File: src/hw/rtl/lmsamp_pkg.sv
// shared constants and types for the node load metric sampler
`timescale 1ns / 1ps

package lmsamp_pkg;

    localparam int TICKS_PER_SECOND_DEF = 128;
    localparam int TIME_WIDTH_DEF       = 32;

    localparam logic [31:0] WINDOW_RESET = 32'd3840;

    localparam int LOAD_UNIT = 128;
    localparam logic [6:0] LOAD_CAP     = 7'h7f;
    localparam logic [7:0] LOAD_UNKNOWN = 8'hff;
    localparam logic [15:0] RATE_CAP    = 16'hffff;

    // own and parent weights of the blended load, sixteenths
    localparam int W_SELF   = 5;
    localparam int W_PARENT = 11;
    localparam int W_SHIFT  = 4;
    localparam int W_ROUND  = 1 << (W_SHIFT - 1);

    // quotient bits worked out per division before it saturates
    localparam int QBITS_LOAD = 7;
    localparam int QBITS_RATE = 16;

    typedef logic [1:0] div_kind_t;
    localparam div_kind_t DIV_SELF  = 2'd0;
    localparam div_kind_t DIV_RATE  = 2'd1;
    localparam div_kind_t DIV_RATIO = 2'd2;

    typedef struct packed {
        logic      start;
        div_kind_t kind;
    } ndiv_req_t;

endpackage

File: src/hw/rtl/lmsamp_ndiv.sv
// normalising bit-serial divider with saturating quotient
`timescale 1ns / 1ps

module lmsamp_ndiv #(
    parameter int TICKS_PER_SECOND = lmsamp_pkg::TICKS_PER_SECOND_DEF
) (
    input  logic                  aclk,
    input  logic                  aresetn,
    input  lmsamp_pkg::ndiv_req_t req,
    input  logic [63:0]           num,
    input  logic [63:0]           den,
    output logic                  done,
    output logic [15:0]           quot
);

    localparam logic [31:0] SELF_SCALE = 32'(lmsamp_pkg::LOAD_UNIT);
    localparam logic [31:0] RATE_SCALE = 32'(lmsamp_pkg::LOAD_UNIT * TICKS_PER_SECOND);
    localparam logic [63:0] SELF_NUM_MAX = 64'hffff_ffff / 64'(SELF_SCALE);
    localparam logic [63:0] RATE_NUM_MAX = 64'hffff_ffff / 64'(RATE_SCALE);
    localparam logic [63:0] WORD_MAX     = 64'hffff_ffff;

    localparam logic [2:0] D_IDLE = 3'd0;
    localparam logic [2:0] D_NORM = 3'd1;
    localparam logic [2:0] D_MUL  = 3'd2;
    localparam logic [2:0] D_CHK  = 3'd3;
    localparam logic [2:0] D_ITER = 3'd4;

    logic [2:0]                  state_reg, state_next;
    lmsamp_pkg::div_kind_t       kind_reg, kind_next;
    logic [63:0]                 num_reg, num_next;
    logic [63:0]                 den_reg, den_next;
    logic [31:0]                 dvd_reg, dvd_next;
    logic [31:0]                 rem_reg, rem_next;
    logic [15:0]                 quot_reg, quot_next;
    logic [3:0]                  cnt_reg, cnt_next;
    logic                        done_reg, done_next;

    logic [63:0] num_max;
    logic [31:0] scale;
    logic        wide_q;
    logic [31:0] hi_part;
    logic [32:0] trial;
    logic        qbit;

    always_comb begin
        case (kind_reg)
            lmsamp_pkg::DIV_SELF: begin
                num_max = SELF_NUM_MAX;
                scale   = SELF_SCALE;
            end
            lmsamp_pkg::DIV_RATE: begin
                num_max = RATE_NUM_MAX;
                scale   = RATE_SCALE;
            end
            default: begin
                num_max = WORD_MAX;
                scale   = 32'd1;
            end
        endcase
    end

    assign wide_q  = (kind_reg == lmsamp_pkg::DIV_RATE);
    assign hi_part = wide_q ? (dvd_reg >> lmsamp_pkg::QBITS_RATE)
                            : (dvd_reg >> lmsamp_pkg::QBITS_LOAD);
    assign trial   = {rem_reg, dvd_reg[31]};
    assign qbit    = (trial >= {1'b0, den_reg[31:0]});

    always_comb begin
        state_next = state_reg;
        kind_next  = kind_reg;
        num_next   = num_reg;
        den_next   = den_reg;
        dvd_next   = dvd_reg;
        rem_next   = rem_reg;
        quot_next  = quot_reg;
        cnt_next   = cnt_reg;
        done_next  = 1'b0;
        case (state_reg)
            D_IDLE: begin
                if (req.start) begin
                    kind_next  = req.kind;
                    num_next   = num;
                    den_next   = den;
                    state_next = D_NORM;
                end
            end
            D_NORM: begin
                // shift both together until num * scale and den fit one word
                if (num_reg > num_max || den_reg[63:32] != 32'd0) begin
                    num_next = num_reg >> 1;
                    den_next = den_reg >> 1;
                end else begin
                    state_next = D_MUL;
                end
            end
            D_MUL: begin
                dvd_next   = num_reg[31:0] * scale;
                state_next = D_CHK;
            end
            D_CHK: begin
                // quotient too big for its bits, or den gone to zero: saturate
                if (hi_part >= den_reg[31:0]) begin
                    quot_next  = wide_q ? lmsamp_pkg::RATE_CAP
                                        : 16'(lmsamp_pkg::LOAD_CAP);
                    done_next  = 1'b1;
                    state_next = D_IDLE;
                end else begin
                    rem_next   = hi_part;
                    dvd_next   = wide_q ? (dvd_reg << (32 - lmsamp_pkg::QBITS_RATE))
                                        : (dvd_reg << (32 - lmsamp_pkg::QBITS_LOAD));
                    cnt_next   = wide_q ? 4'(lmsamp_pkg::QBITS_RATE - 1)
                                        : 4'(lmsamp_pkg::QBITS_LOAD - 1);
                    quot_next  = 16'd0;
                    state_next = D_ITER;
                end
            end
            D_ITER: begin
                rem_next  = qbit ? 32'(trial - {1'b0, den_reg[31:0]}) : trial[31:0];
                quot_next = {quot_reg[14:0], qbit};
                dvd_next  = {dvd_reg[30:0], 1'b0};
                cnt_next  = cnt_reg - 4'd1;
                if (cnt_reg == 4'd0) begin
                    done_next  = 1'b1;
                    state_next = D_IDLE;
                end
            end
            default: begin
                state_next = D_IDLE;
            end
        endcase
    end

    always_ff @(posedge aclk) begin
        if (!aresetn) begin
            state_reg <= D_IDLE;
            done_reg  <= 1'b0;
        end else begin
            state_reg <= state_next;
            done_reg  <= done_next;
        end
        kind_reg <= kind_next;
        num_reg  <= num_next;
        den_reg  <= den_next;
        dvd_reg  <= dvd_next;
        rem_reg  <= rem_next;
        quot_reg <= quot_next;
        cnt_reg  <= cnt_next;
    end

    assign done = done_reg;
    assign quot = quot_reg;

endmodule

File: src/hw/rtl/node_load_metric_sampler.sv
// top level of the node load metric sampler
//
// one sample beat in on s_*, one result beat out on m_* for every sample.
// the sample carries time, cpu and total tick counters, tx and drop counters,
// root and parent flags and the parent's advertised load; the block keeps the
// previous counters and reports own load, blended load, packet rate and drop
// ratio. cfg_wr_en writes traffic_window_ticks; write it only
// while no sample is in flight.
// a sample's time from accept to result valid is set by the one shared
// divider: its normalising shift moves one bit a cycle (up to 39 bits for
// cpu load, up to 14 for packet rate), then one multiply, one saturation
// check and one quotient bit a cycle (7 for loads and drop ratio, 16 for
// packet rate). root or an unexpired window skip the traffic divisions.
// s_ready is high only while no sample is in work; a finished result sits in
// the output register, and a stalled receiver holds the next result back.
// reset clears the counters, held rate and ratio and sets the window to 3840.
`timescale 1ns / 1ps

module node_load_metric_sampler #(
    parameter int TICKS_PER_SECOND = lmsamp_pkg::TICKS_PER_SECOND_DEF,
    parameter int TIME_WIDTH       = lmsamp_pkg::TIME_WIDTH_DEF
) (
    input  logic        aclk,
    input  logic        aresetn,
    input  logic        cfg_wr_en,
    input  logic [31:0] cfg_wr_data,
    input  logic        s_valid,
    output logic        s_ready,
    input  logic [31:0] s_now_ticks,
    input  logic [63:0] s_cpu_ticks,
    input  logic [63:0] s_total_ticks,
    input  logic [31:0] s_tx_count,
    input  logic [31:0] s_drop_count,
    input  logic        s_is_root,
    input  logic        s_parent_present,
    input  logic [7:0]  s_parent_load,
    output logic        m_valid,
    input  logic        m_ready,
    output logic [6:0]  m_self_load,
    output logic [6:0]  m_blended_load,
    output logic [15:0] m_packet_rate,
    output logic [6:0]  m_drop_ratio
);

    // the time field is 32 bits, so the wrap width never exceeds it
    localparam int TW = (TIME_WIDTH < 32) ? TIME_WIDTH : 32;

    localparam logic [2:0] ST_IDLE       = 3'd0;
    localparam logic [2:0] ST_SELF       = 3'd1;
    localparam logic [2:0] ST_SELF_WAIT  = 3'd2;
    localparam logic [2:0] ST_TRAF       = 3'd3;
    localparam logic [2:0] ST_RATE_WAIT  = 3'd4;
    localparam logic [2:0] ST_RATIO      = 3'd5;
    localparam logic [2:0] ST_RATIO_WAIT = 3'd6;
    localparam logic [2:0] ST_OUT        = 3'd7;

    logic [2:0]    state_reg, state_next;
    logic [31:0]   window_reg, window_next;
    logic [63:0]   prev_cpu_reg, prev_cpu_next;
    logic [63:0]   prev_total_reg, prev_total_next;
    logic [TW-1:0] prev_time_reg, prev_time_next;
    logic [31:0]   prev_tx_reg, prev_tx_next;
    logic [31:0]   prev_drops_reg, prev_drops_next;
    logic [15:0]   held_rate_reg, held_rate_next;
    logic [6:0]    held_ratio_reg, held_ratio_next;

    // sample captured at accept
    logic [63:0]   dcpu_reg, dcpu_next;
    logic [63:0]   dtot_reg, dtot_next;
    logic [TW-1:0] now_reg, now_next;
    logic [31:0]   tx_reg, tx_next;
    logic [31:0]   drops_reg, drops_next;
    logic          root_reg, root_next;
    logic          parent_reg, parent_next;
    logic [7:0]    pload_reg, pload_next;

    logic [6:0]    self_reg, self_next;
    logic [6:0]    blend_reg, blend_next;
    logic [31:0]   dtx_reg, dtx_next;
    logic [31:0]   ddr_reg, ddr_next;

    logic          m_valid_reg, m_valid_next;
    logic [6:0]    m_self_reg, m_self_next;
    logic [6:0]    m_blend_reg, m_blend_next;
    logic [15:0]   m_rate_reg, m_rate_next;
    logic [6:0]    m_ratio_reg, m_ratio_next;

    lmsamp_pkg::ndiv_req_t div_req;
    logic [63:0]           div_num;
    logic [63:0]           div_den;
    logic                  div_done;
    logic [15:0]           div_quot;

    logic          in_beat;
    logic          out_load;
    logic [TW-1:0] dt_comb;
    logic [31:0]   dtx_comb;
    logic [31:0]   ddr_comb;
    logic [11:0]   mix;
    logic [6:0]    mix_load;

    assign in_beat  = s_valid && s_ready;
    assign out_load = (state_reg == ST_OUT) && (!m_valid_reg || m_ready);
    assign dt_comb  = now_reg - prev_time_reg;
    assign dtx_comb = tx_reg - prev_tx_reg;
    assign ddr_comb = drops_reg - prev_drops_reg;

    // (5 * own + 11 * parent + 8) >> 4, capped
    assign mix = 12'(lmsamp_pkg::W_SELF) * {5'd0, self_reg}
               + 12'(lmsamp_pkg::W_PARENT) * {4'd0, pload_reg}
               + 12'(lmsamp_pkg::W_ROUND);
    assign mix_load = (mix[11:lmsamp_pkg::W_SHIFT] > {1'b0, lmsamp_pkg::LOAD_CAP})
                    ? lmsamp_pkg::LOAD_CAP : mix[10:lmsamp_pkg::W_SHIFT];

    always_comb begin
        div_req.start = 1'b0;
        div_req.kind  = lmsamp_pkg::DIV_RATIO;
        div_num       = 64'(dtx_reg);
        div_den       = 64'(ddr_reg);
        case (state_reg)
            ST_SELF: begin
                div_req.start = (dtot_reg != 64'd0);
                div_req.kind  = lmsamp_pkg::DIV_SELF;
                div_num       = dcpu_reg;
                div_den       = dtot_reg;
            end
            ST_TRAF: begin
                div_req.start = !root_reg && (32'(dt_comb) > window_reg);
                div_req.kind  = lmsamp_pkg::DIV_RATE;
                div_num       = 64'(dtx_comb);
                div_den       = 64'(dt_comb);
            end
            ST_RATIO: begin
                div_req.start = 1'b1;
            end
            default: begin
                div_req.start = 1'b0;
            end
        endcase
    end

    lmsamp_ndiv #(
        .TICKS_PER_SECOND(TICKS_PER_SECOND)
    ) u_div (
        .aclk   (aclk),
        .aresetn(aresetn),
        .req    (div_req),
        .num    (div_num),
        .den    (div_den),
        .done   (div_done),
        .quot   (div_quot)
    );

    always_comb begin
        state_next      = state_reg;
        window_next     = cfg_wr_en ? cfg_wr_data : window_reg;
        prev_cpu_next   = prev_cpu_reg;
        prev_total_next = prev_total_reg;
        prev_time_next  = prev_time_reg;
        prev_tx_next    = prev_tx_reg;
        prev_drops_next = prev_drops_reg;
        held_rate_next  = held_rate_reg;
        held_ratio_next = held_ratio_reg;
        dcpu_next       = dcpu_reg;
        dtot_next       = dtot_reg;
        now_next        = now_reg;
        tx_next         = tx_reg;
        drops_next      = drops_reg;
        root_next       = root_reg;
        parent_next     = parent_reg;
        pload_next      = pload_reg;
        self_next       = self_reg;
        blend_next      = blend_reg;
        dtx_next        = dtx_reg;
        ddr_next        = ddr_reg;
        m_valid_next    = m_valid_reg && !m_ready;
        m_self_next     = m_self_reg;
        m_blend_next    = m_blend_reg;
        m_rate_next     = m_rate_reg;
        m_ratio_next    = m_ratio_reg;
        case (state_reg)
            ST_IDLE: begin
                if (in_beat) begin
                    dcpu_next       = s_cpu_ticks - prev_cpu_reg;
                    dtot_next       = s_total_ticks - prev_total_reg;
                    prev_cpu_next   = s_cpu_ticks;
                    prev_total_next = s_total_ticks;
                    now_next        = s_now_ticks[TW-1:0];
                    tx_next         = s_tx_count;
                    drops_next      = s_drop_count;
                    root_next       = s_is_root;
                    parent_next     = s_parent_present;
                    pload_next      = s_parent_load;
                    state_next      = ST_SELF;
                end
            end
            ST_SELF: begin
                if (dtot_reg == 64'd0) begin
                    self_next  = 7'd0;
                    state_next = ST_TRAF;
                end else begin
                    state_next = ST_SELF_WAIT;
                end
            end
            ST_SELF_WAIT: begin
                if (div_done) begin
                    self_next  = div_quot[6:0];
                    state_next = ST_TRAF;
                end
            end
            ST_TRAF: begin
                if (root_reg) begin
                    blend_next = 7'd0;
                end else if (!parent_reg || pload_reg == lmsamp_pkg::LOAD_UNKNOWN) begin
                    blend_next = self_reg;
                end else begin
                    blend_next = mix_load;
                end
                // window passed: recompute traffic figures and move the marks
                if (div_req.start) begin
                    dtx_next        = dtx_comb;
                    ddr_next        = ddr_comb;
                    prev_time_next  = now_reg;
                    prev_tx_next    = tx_reg;
                    prev_drops_next = drops_reg;
                    state_next      = ST_RATE_WAIT;
                end else begin
                    state_next = ST_OUT;
                end
            end
            ST_RATE_WAIT: begin
                if (div_done) begin
                    held_rate_next = div_quot;
                    if (ddr_reg == 32'd0) begin
                        held_ratio_next = 7'd0;
                        state_next      = ST_OUT;
                    end else begin
                        state_next = ST_RATIO;
                    end
                end
            end
            ST_RATIO: begin
                state_next = ST_RATIO_WAIT;
            end
            ST_RATIO_WAIT: begin
                if (div_done) begin
                    held_ratio_next = div_quot[6:0];
                    state_next      = ST_OUT;
                end
            end
            ST_OUT: begin
                if (out_load) begin
                    m_valid_next = 1'b1;
                    m_self_next  = self_reg;
                    m_blend_next = blend_reg;
                    m_rate_next  = root_reg ? 16'd0 : held_rate_reg;
                    m_ratio_next = root_reg ? 7'd0 : held_ratio_reg;
                    state_next   = ST_IDLE;
                end
            end
            default: begin
                state_next = ST_IDLE;
            end
        endcase
    end

    always_ff @(posedge aclk) begin
        if (!aresetn) begin
            state_reg      <= ST_IDLE;
            window_reg     <= lmsamp_pkg::WINDOW_RESET;
            prev_cpu_reg   <= 64'd0;
            prev_total_reg <= 64'd0;
            prev_time_reg  <= '0;
            prev_tx_reg    <= 32'd0;
            prev_drops_reg <= 32'd0;
            held_rate_reg  <= 16'd0;
            held_ratio_reg <= 7'd0;
            m_valid_reg    <= 1'b0;
        end else begin
            state_reg      <= state_next;
            window_reg     <= window_next;
            prev_cpu_reg   <= prev_cpu_next;
            prev_total_reg <= prev_total_next;
            prev_time_reg  <= prev_time_next;
            prev_tx_reg    <= prev_tx_next;
            prev_drops_reg <= prev_drops_next;
            held_rate_reg  <= held_rate_next;
            held_ratio_reg <= held_ratio_next;
            m_valid_reg    <= m_valid_next;
        end
        dcpu_reg    <= dcpu_next;
        dtot_reg    <= dtot_next;
        now_reg     <= now_next;
        tx_reg      <= tx_next;
        drops_reg   <= drops_next;
        root_reg    <= root_next;
        parent_reg  <= parent_next;
        pload_reg   <= pload_next;
        self_reg    <= self_next;
        blend_reg   <= blend_next;
        dtx_reg     <= dtx_next;
        ddr_reg     <= ddr_next;
        m_self_reg  <= m_self_next;
        m_blend_reg <= m_blend_next;
        m_rate_reg  <= m_rate_next;
        m_ratio_reg <= m_ratio_next;
    end

    assign s_ready        = (state_reg == ST_IDLE);
    assign m_valid        = m_valid_reg;
    assign m_self_load    = m_self_reg;
    assign m_blended_load = m_blend_reg;
    assign m_packet_rate  = m_rate_reg;
    assign m_drop_ratio   = m_ratio_reg;

    // no second sample is taken while one is in work
    a_one_in_work: assert property (@(posedge aclk) disable iff (!aresetn)
        in_beat |=> !s_ready)
        else $error("sample accepted while previous one still in work");

    // divider results only arrive while the sequencer waits for them
    a_done_waited: assert property (@(posedge aclk) disable iff (!aresetn)
        div_done |-> (state_reg == ST_SELF_WAIT || state_reg == ST_RATE_WAIT
                      || state_reg == ST_RATIO_WAIT))
        else $error("divider finished with nobody waiting");

    // load quotients saturate at seven bits
    a_load_quot: assert property (@(posedge aclk) disable iff (!aresetn)
        (div_done && (state_reg == ST_SELF_WAIT || state_reg == ST_RATIO_WAIT))
        |-> (div_quot[15:7] == 9'd0))
        else $error("load quotient wider than seven bits");

    // at the root the blended load and traffic figures go out as zero
    a_root_zero: assert property (@(posedge aclk) disable iff (!aresetn)
        (out_load && root_reg) |=> (m_blended_load == 7'd0 && m_packet_rate == 16'd0
                                    && m_drop_ratio == 7'd0))
        else $error("root result with nonzero traffic figures");

endmodule
File: config.mk
export PLATFORM = sky130hd
export DESIGN_NAME = node_load_metric_sampler
export DESIGN_NICKNAME = d
export VERILOG_FILES = /design/src/hw/rtl/lmsamp_pkg.sv /design/src/hw/rtl/lmsamp_ndiv.sv /design/src/hw/rtl/node_load_metric_sampler.sv
export SDC_FILE = /design/constraint.sdc
export NUM_CORES = 2
export LEC_CHECK = 0
export BUFFER_PORTS_ARGS = -buffer_cell sky130_fd_sc_hd__buf_2
export CORE_ASPECT_RATIO = 1.4
export CORE_MARGIN = 2
export CORE_UTILIZATION = 40
export DETAILED_ROUTE_END_ITERATION = 6
export PLACE_DENSITY = 0.65
export SLEW_MARGIN = 10
export SYNTH_ARGS = -nofsm -noshare
export SYNTH_HDL_FRONTEND = slang
export SYNTH_SLANG_ARGS = --single-unit
File: constraint.sdc
create_clock -name aclk -period 27.4 [get_ports aclk]
set_clock_uncertainty 0.05 [all_clocks]
set_input_delay 4.11 -clock aclk [delete_from_list [all_inputs] [get_ports aclk]]
set_output_delay 4.11 -clock aclk [all_outputs]
set_load 0.005 [all_outputs]
==> metrics.md <==
| Metric | Value |
|---|---|
| Status | `finished clean` |
| Post-layout util | `0.452` |
| Die span in x | `305 um` |
| Vias in the first global route | `about 38000` |
| Setup Crit Path Kind | `reg -> reg` |
| GRT Overall Usage | `0.199` |
| Layout cell share with drive strength beyond 1 | `0.0983` |
| Fillers | `~12000` |
| CTS Root Cell | `clkbuf_16` |
| Sequential share of the synthesized area | `0.445` |
| Top post-synthesis cells by area | `edfxtp_1, dfxtp_1, ha_1, a21oi_1, nand2_1` |
| Setup bufs post-CTS | `0` |
| Final TNS setup | `0 ns` |
| Core area | `about 130000 um^2` |
| Pre-Repair DR Iteration Count | `6` |
| Dpl cell area | `roughly 54000 um^2` |
| DP HPWL | `100000 um` |
| Pwr Total | `~4.6 mW` |
| Via density per instance | `around 5.4` |
| DR WL/cell | `18.5 um` |
| First-pass GRT wire length | `just over 200000 um` |
| Final hold viol count | `0` |
| Leak Pwr | `between 20 and 25 nW` |
| Post-route design area | `about 57000 um^2` |
| Placed insts | `between 7000 and 8000` |
| RePlAce Congestion | `0.914` |
| DRC viols | `0` |
| Slew HR | `0.208` |
| Fin crit period | `between 7 and 8 ns` |
| Total gr overflow | `0` |
| Reg clk slew, reported paths | `0.06 ns` |
| Sink Count | `between 800 and 900` |
| Initial detailed-routing violation count | `between 2000 and 3000` |
| Initial antenna violation count | `7` |
| Top-area cell type share of the netlist area | `0.332` |
| Maximum vdd ir drop | `about 0.000076 V` |
| Required time of the critical path | `approximately 28 ns` |
| Setup WS pre-CTS | `around 19 ns` |
| Asr flop ratio synth | `0` |
| Commonest non-fill, non-tap cell in the layout | `nand2_1` |
| Most frequent cells in the layout | `nand2_1, a21oi_1, edfxtp_1` |
| CP Max Fanout | `71` |
| Initial Util | `0.404` |
| Synth Cell Area | `around 50000 um^2` |
| # diodes | `0` |
| H-tree depth | `3` |
| Hold_ws | `0.369 ns` |
| Fin worst setup slack | `19.59 ns` |
| WP data arrival | `8.29 ns` |
| Max incr delay on CP | `roughly 0.94 ns` |
| CTS tree | `done` |
| Fin crit share | `0.285` |
| Max clock buf depth | `3` |
| Synth Warn # | `0` |
| RSZ-0062 raised after global routing | `no` |
| Syn-to-layout area delta | `12.0%` |
| Die Span Y | `around 430 um` |
| Delay-heaviest family, CP | `compound AO/OA/AOI/OAI gates` |
| CTS buffer count | `~90` |
| Worst Setup End Kind | `flip-flop` |
| Max-slew violations | `0` |
| Non-filler cells, final | `7173` |
| Resized cells post-CTS | `0` |
| Critical path's slowest cell | `buf_4` |
| Met2 wire len | `about 67000 um` |
| Top Metal Used | `met5` |
| Port Buffer Count | `~300` |
| Num rows | `154` |
| Largest net degree at the start of global routing | `approximately 140` |
| CP Launch Type | `flip-flop` |
| Max Clock Freq | `128 MHz` |
| Top FF cell, synth | `edfxtp_1` |
| IO Count | `310` |
| Setup Viol. Count Final | `0` |
| Clk_lat worst skew | `between 0.7 and 0.8 ns` |
| Post-Syn Instances | `between 5000 and 6000` |
| HP Class | `reg -> reg` |
| Avg Cell Area, Syn | `9.72 um^2` |
| Post-DRT Antenna Nets | `0` |
| WP buf/inv | `5` |
| Power Dens Cells | `about 80 nW/um^2` |
| Total die area | `approximately 130000 um^2` |
| Worst Tran Pin Value | `roughly 1.2 ns` |
| Met3 wire len | `around 5300 um` |
| Most area-hungry cell type in the Yosys netlist | `edfxtp_1` |
| Number of synthesized flops with an enable pin | `563` |
| CP most frequent cell | `buf_4` |
| M1 WL | `between 50000 and 60000 um` |
| Synthesized flop and latch total | `850` |
| Max-capacitance violation count | `0` |
| CTS Hold Bufs | `0` |
| NumNets Final | `approximately 6200` |
| Distinct cells, synth | `96` |
| Syn nets | `between 6000 and 7000` |
| Via count | `between 30000 and 40000` |
| WL final | `about 130000 um` |
final cells by class:
class                      instances  area [um^2]  area share
sequential                       850        22700       0.397
clock buffer                     119         2530      0.0444
multi-input combinational       3707        25700       0.451
tap                             1638         2050      0.0359
inverter                         470         1780      0.0312
timing repair buffer             341         1790      0.0313
clock inverter                    48          492     0.00862
synthesized netlist by cell type (9+ instances only):
library cell	number
a21o_1	165
edfxtp_1	563
o21ai_1	10
nand2b_1	42
inv_1	466
nand3_1	56
a221o_1	37
nor2_1	388
o31ai_1	17
nor2b_1	77
fa_1	41
nand4_1	59
and3_1	31
nand2_1	571
a221oi_1	37
a211o_1	10
a31oi_1	27
a211oi_1	23
buf_2	13
o21bai_1	36
mux2i_1	139
a22o_1	67
buf_1	9
and2_1	77
or3_1	11
a22oi_1	19
o21ai_0	172
ha_1	454
o211ai_1	21
o31a_1	10
xnor2_1	186
xor2_1	78
a21oi_1	563
clkbuf_1	184
dfxtp_1	287
o21a_1	53
nor3_1	45
nor4_1	54
worst paths after layout:
| kind | start | end | slack, ns | cells after the start |
|---|---|---|---|---|
| worst min register to register | blend_reg[5] | m_blended_load[5] | 0.37 | 0 |
| worst max register to register | now_reg[0] | prev_tx_reg[23] | 19.59 | 25 |
| worst max-delay path | now_reg[0] | prev_tx_reg[23] | 19.59 | 25 |
| worst min-delay path | blend_reg[5] | m_blended_load[5] | 0.37 | 0 |
where the power goes:
group | total, mW | internal [mW] | switching (mW)
registers | 1.82 | 1.67 | 0.152
logic | 1.50 | 0.589 | 0.911
clock network | 1.25 | 0.699 | 0.552
logic make-up (layout without fill, tap and decap cells):
logic type,Yosys count,after routing,share of synthesized area
AO/OA/AOI/OAI,1359,1359,0.174
XOR/XNOR,264,264,0.0454
adder cells (fa/ha/maj),495,495,0.128
buffers and inverters,679,978,0.0506
flip-flops,850,850,0.445
multiplexers,140,140,0.0276
AND/OR/NAND/NOR,1449,1449,0.130
per-layer routing:
metal / vias to the layer above / global-route usage
met5: - / 0
met4: 6 / 0.0887
met3: 244 / 0.0239
met2: 848 / 0.362
met1: 18400 / 0.234
li1: 19100 / -
worst reg2reg max path: cells and delay by family, from the launching register on:
kind / cells / cell delay [ns]
AOI/OAI and AO/OA: 10 / 2.49
buffers and inverters: 5 / 2.54
muxes: 1 / 0.34
adders and majority gates: 3 / 0.85
and+or+nand+nor: 6 / 0.98
DFF: 1 / 0.38
No activity file was read; power rests on OpenSTA's default activity.
